### config.mk
export PLATFORM = sky130hd
export DESIGN_NAME = prim_mst_ram
export DESIGN_NICKNAME = d
export VERILOG_FILES = /design/src/sv/prim_minimum_spanning_tree_top_assert.svh /design/src/sv/prim_mst_ram.sv
export SDC_FILE = /design/constraint.sdc
export NUM_CORES = 2
export LEC_CHECK = 0
export BUFFER_PORTS_ARGS = -buffer_cell sky130_fd_sc_hd__buf_2
export CAP_MARGIN = 10
export CORE_ASPECT_RATIO = 1.1
export CORE_MARGIN = 8
export CORE_UTILIZATION = 30
export CTS_BUF_LIST = sky130_fd_sc_hd__clkbuf_16
export DETAILED_ROUTE_END_ITERATION = 10
export PLACE_DENSITY = 0.51
export SETUP_SLACK_MARGIN = 0.02
export SLEW_MARGIN = 10
export SYNTH_ARGS = -nofsm -noshare
export SYNTH_HDL_FRONTEND = slang
export SYNTH_SLANG_ARGS = --single-unit
### constraint.sdc
create_clock -name i_clk -period 2.6 [get_ports i_clk]
set_input_delay 0.26 -clock i_clk [delete_from_list [all_inputs] [get_ports i_clk]]
set_output_delay 0.26 -clock i_clk [all_outputs]
set_load 0.01 [all_outputs]
### src/sv/prim_minimum_spanning_tree_top_assert.svh
// Assertion macros for the minimum spanning tree block.
`ifndef PRIM_MINIMUM_SPANNING_TREE_TOP_ASSERT_SVH
`define PRIM_MINIMUM_SPANNING_TREE_TOP_ASSERT_SVH
`ifndef ASSERT_OFF
`define PMST_ASSERT(lbl, clk, rst_n, prop, msg) \
    lbl: assert property (@(posedge clk) disable iff (!rst_n) prop) else $error(msg);
`define PMST_ASSERT_NEXT(lbl, clk, rst_n, pre, post, msg) \
    lbl: assert property (@(posedge clk) disable iff (!rst_n) pre |=> post) else $error(msg);
`else
`define PMST_ASSERT(lbl, clk, rst_n, prop, msg)
`define PMST_ASSERT_NEXT(lbl, clk, rst_n, pre, post, msg)
`endif
`endif

### src/sv/prim_mst_ram.sv
module prim_mst_ram #(
    parameter int WIDTH = 8,
    parameter int DEPTH = 256,
    parameter int AW    = $clog2(DEPTH)
) (
    input  logic             i_clk,
    input  logic             i_we,
    input  logic [AW-1:0]    i_waddr,
    input  logic [WIDTH-1:0] i_wdata,
    input  logic [AW-1:0]    i_raddr,
    output logic [WIDTH-1:0] o_rdata
);
    logic [WIDTH-1:0] mem [DEPTH];
    logic [WIDTH-1:0] r_rdata;

    always_ff @(posedge i_clk) begin
        if (i_we) begin
            mem[i_waddr] <= i_wdata;
        end
        r_rdata <= mem[i_raddr];
    end

    assign o_rdata = r_rdata;
endmodule

After elaboration in Yosys (flattened, before gate mapping)
Memory sizes are Yosys's and may differ from the RTL's. A register that Yosys moved wholly into a read port is not among the register bits.
Cells that the tools add are included.
{"block": "classes", "n_mux": 2}
{"operator": "1-bit 2-to-1 mux", "count": 2}
{"block": "totals", "ff_bits": 0, "mem_bits_rw": 2048, "inputBits": 26, "output_inout_bits": 8, "word_cells": 3, "n_memories": 1}
{"name": "mem", "depth": 256, "word_bits": 8, "rd": 1, "rd_ports_with_merged_regs": 1, "wr": 1, "line": "prim_mst_ram.sv:13", "text": "logic [WIDTH-1:0] mem [DEPTH];"}

Depth between registers and ports, before layout
{"block": "logic_depth", "depth_word": 2, "mapped_depth": 11, "ltp_nobuf": 6}

Least setup slack after synthesis
OpenSTA, ideal clock, no wires.
{"block": "synth_timing", "path_kind": "input -> register", "startpoint": "input i_raddr[0]", "endpoint": "register r_rdata[2], in the netlist o_rdata[2] (read register of mem)", "setup_ns": 0.131, "t_arrival_ns": 2.067, "required_ns": 2.469, "path_slack_ns": 0.402, "path_stages": 9, "n_path_buf": 4, "cell_sequence": "buf_6 -> buf_12 -> buf_8 -> buf_2 -> mux4_2 -> a22oi_1 -> a21oi_1 -> nor4_1 -> nor4_2"}
{"element": "start: declaration", "line": "prim_mst_ram.sv:10", "text": "input logic [AW-1:0] i_raddr,"}
{"element": "end: declaration", "line": "prim_mst_ram.sv:14", "text": "logic [WIDTH-1:0] r_rdata;"}

==> reports/results.ini <==
[drt]
ant_nets=0
vias=40474
drt_iter0_markers=3638
first_pass_iters=8
wire_per_inst_um=27.0
drc_errors=0
routed_wirelength_mm=219
drt-vias-per-instance=4.98

[critical_path]
critPathSlowestCell=mux4_2
path_cells=mux4_2 > mux4_2 > nor2b_1 > nor4_1 > buf_4 > nor4_1
worst-path-max-fanout=1
start_kind=flop
crit_type=reg2reg
arrival_ps=3210
crit_path_end_kind=flop
worstPathRequired_ps=3310
crit_path_max_incr_delay_ps=530

[sta]
grt_setup_unrepaired=no
setup_tns_ps=0
finalCritPeriodShare=0.963
setup_viol=0
hold_viol_final=0
worst_slack_ps=95.5
worst_slew_pin_slew_ps=793
hold_ws_ps=127
fmax_ghz=0.399
skew_ps=58.7
min_period_ps=2500
relSlewSlack=0.470
slew_violations=0

[die]
die_h_um=556
die_w_um=507
boundaryPins=34
coreArea_mm2=0.264
start_util=0.301
num_rows=198
dieArea_mm2=0.282

[clock_network]
root_buffer=clkbuf_16
clock_sinks=2056
clk_pin_slew_ps=60
worstSkewPairLatency_ps=850
clockBufferDepth=3
cts_made_buffers=208
cts_tree=built
post_cts_buffers=0
cts.htree.levels=4

[grt]
antenna_found_initial=15
overflow=0
grt_pass1_vias=41747
grt_pass1_wl_mm=314
gr-usage-all-layers=0.153
grt_max_degree=92

[placed_design]
place.gp.congestion=0.816
dp_hpwl_mm=144
place_inst=7718
pre_cts_ws_ps=-869
io_buffers=33

[yosys]
post_synth_main_area_contributors=edfxtp_1, mux4_2, mux2i_1
syn_area_per_cell_um2=21.3
syn_inst=3733
synth.top_cell.area_share=0.773
synth_edf_count=2048
synth.distinct_cells=55
synthArstFlopShare=0
syn_area_mm2=0.0796
yosys_most_used_dff=edfxtp_1
ys.warnings.count=0
post-synth-top-area-cell=edfxtp_1
ys_seq_area_frac=0.775
synthTopCellsByCount=edfxtp_1, mux4_2, nor2_1
yosysMostFrequentCell=edfxtp_1
syn-num-nets=3759
ys_seq_elements=2056

[layout]
fill_cells=24462
final_cells=8129
final_util=0.363
area_growth_pct=20.4
drive_above_1_share=0.320
nNetsFinal=4464

[worst_hold_path]
hold_class=in2reg

[power]
power_density_mw_per_mm2=727
p_leak_uw=0.0307
irDropWorstVdd_uv=722

[run_status]
status=finished, final reports clean

[run]
cap_violations=0

-- cells by family (layout without fill, tap and decap cells) --
group | count (synthesis) | count (layout) | share of synthesized area
DFF | 2056 | 2056 | 0.775
muxes | 591 | 591 | 0.146
and+or+nand+nor | 466 | 466 | 0.0263
AOI/OAI and AO/OA | 385 | 385 | 0.0342
buffers and inverters | 235 | 1118 | 0.0183
other | 0 | 13 | 0
-- where the power goes --
group | internal, µW | switching (µW) | total (µW)
sequential | 36500 | 113 | 36600
combinational | 1560 | 2330 | 3890
clock | 16500 | 12600 | 29100
total | 54600 | 15000 | 69600
-- registers in the layout, summed over array words and instances, names as in the netlist --
register and cells:
mem 2048, o_rdata 8
-- critical path, delay by kind of cell, from the launching register on --
family / cells / cell delay, ps
multiplexers: 2 / 1010
AND/OR/NAND/NOR: 3 / 770
flip-flops: 1 / 380
buffers and inverters: 1 / 210
-- metal layers --
metal  routed length (µm)  vias up  track usage
met3                10300      295       0.0223
met2               110000     1156        0.262
met4                 7340        2       0.0488
met5                   13        -            0
met1                92000    21867        0.201
li1                     -    17154            -
-- layout make-up --
| class | instances | area, µm² | area share |
|---|---|---|---|
| flip-flops and latches | 2056 | 61700 | 0.644 |
| clock buffers | 211 | 5280 | 0.0551 |
| diodes | 13 | 32.5 | 0.000340 |
| repair buffers | 728 | 6500 | 0.0679 |
| multi-input cells | 1442 | 16500 | 0.173 |
| well taps | 3500 | 4380 | 0.0457 |
| inverters | 2 | 7.51 | 0.0000784 |
| clock inverters | 177 | 1390 | 0.0145 |
-- final timing paths --
path              startpoint           to  slack (ps)  cells past startpoint
setup reg to reg  mem[82][4]   o_rdata[4]         100                      6
hold / removal    i_waddr[4]  mem[115][3]         130                      3
setup / recovery  mem[82][4]   o_rdata[4]         100                      6
hold reg to reg   mem[40][3]   o_rdata[3]        1060                      7
-- per-stage QoR --
stage          instance area (µm²)  total power (µW)
5_1_grt                      95800             71700
3_5_place_dp                 89000             41300
3_3_place_gp                 89000             41300
6_report                     95800             69600
4_1_cts                      95800             70400
2_1_floorplan                79600             39100
-- timing repair --
item / 4_1_cts / 5_1_grt
resized for setup: 4 / 1
hold endpoints to repair: 495 / 0
hold buffers: 10 / 0
endpoints found under the setup margin: 4 / 1
gates cloned: 0 / 0
-- cell usage in the layout (no fill, tap or decap), drive strengths merged, types with 2 or more instances in the layout --
cell / Yosys / routed
a211oi: 16 / 16
a2111oi: 5 / 5
o22a: 5 / 5
a311oi: 2 / 2
o22ai: 28 / 28
clkinvlp: 0 / 4
buf: 122 / 718
a22oi: 133 / 133
a221oi: 14 / 14
nor2: 282 / 282
o21ai: 12 / 12
a31oi: 2 / 2
nand2b: 8 / 8
o32ai: 5 / 5
nor2b: 31 / 31
a21oi: 96 / 96
a22o: 8 / 8
nor4: 27 / 27
mux4: 456 / 456
nand3: 34 / 34
nand2: 33 / 33
or2: 4 / 4
nand4: 10 / 10
o221ai: 47 / 47
dlygate4sd3: 0 / 10
edfxtp: 2048 / 2048
nor3: 22 / 22
nand3b: 2 / 2
bufinv: 0 / 18
o211ai: 10 / 10
diode: 0 / 13
and2: 6 / 6
dfxtp: 8 / 8
inv: 1 / 53
and3b: 2 / 2
clkinv: 1 / 104
mux2i: 134 / 134
clkbuf: 111 / 211
Power figures use the tool's default switching activity.
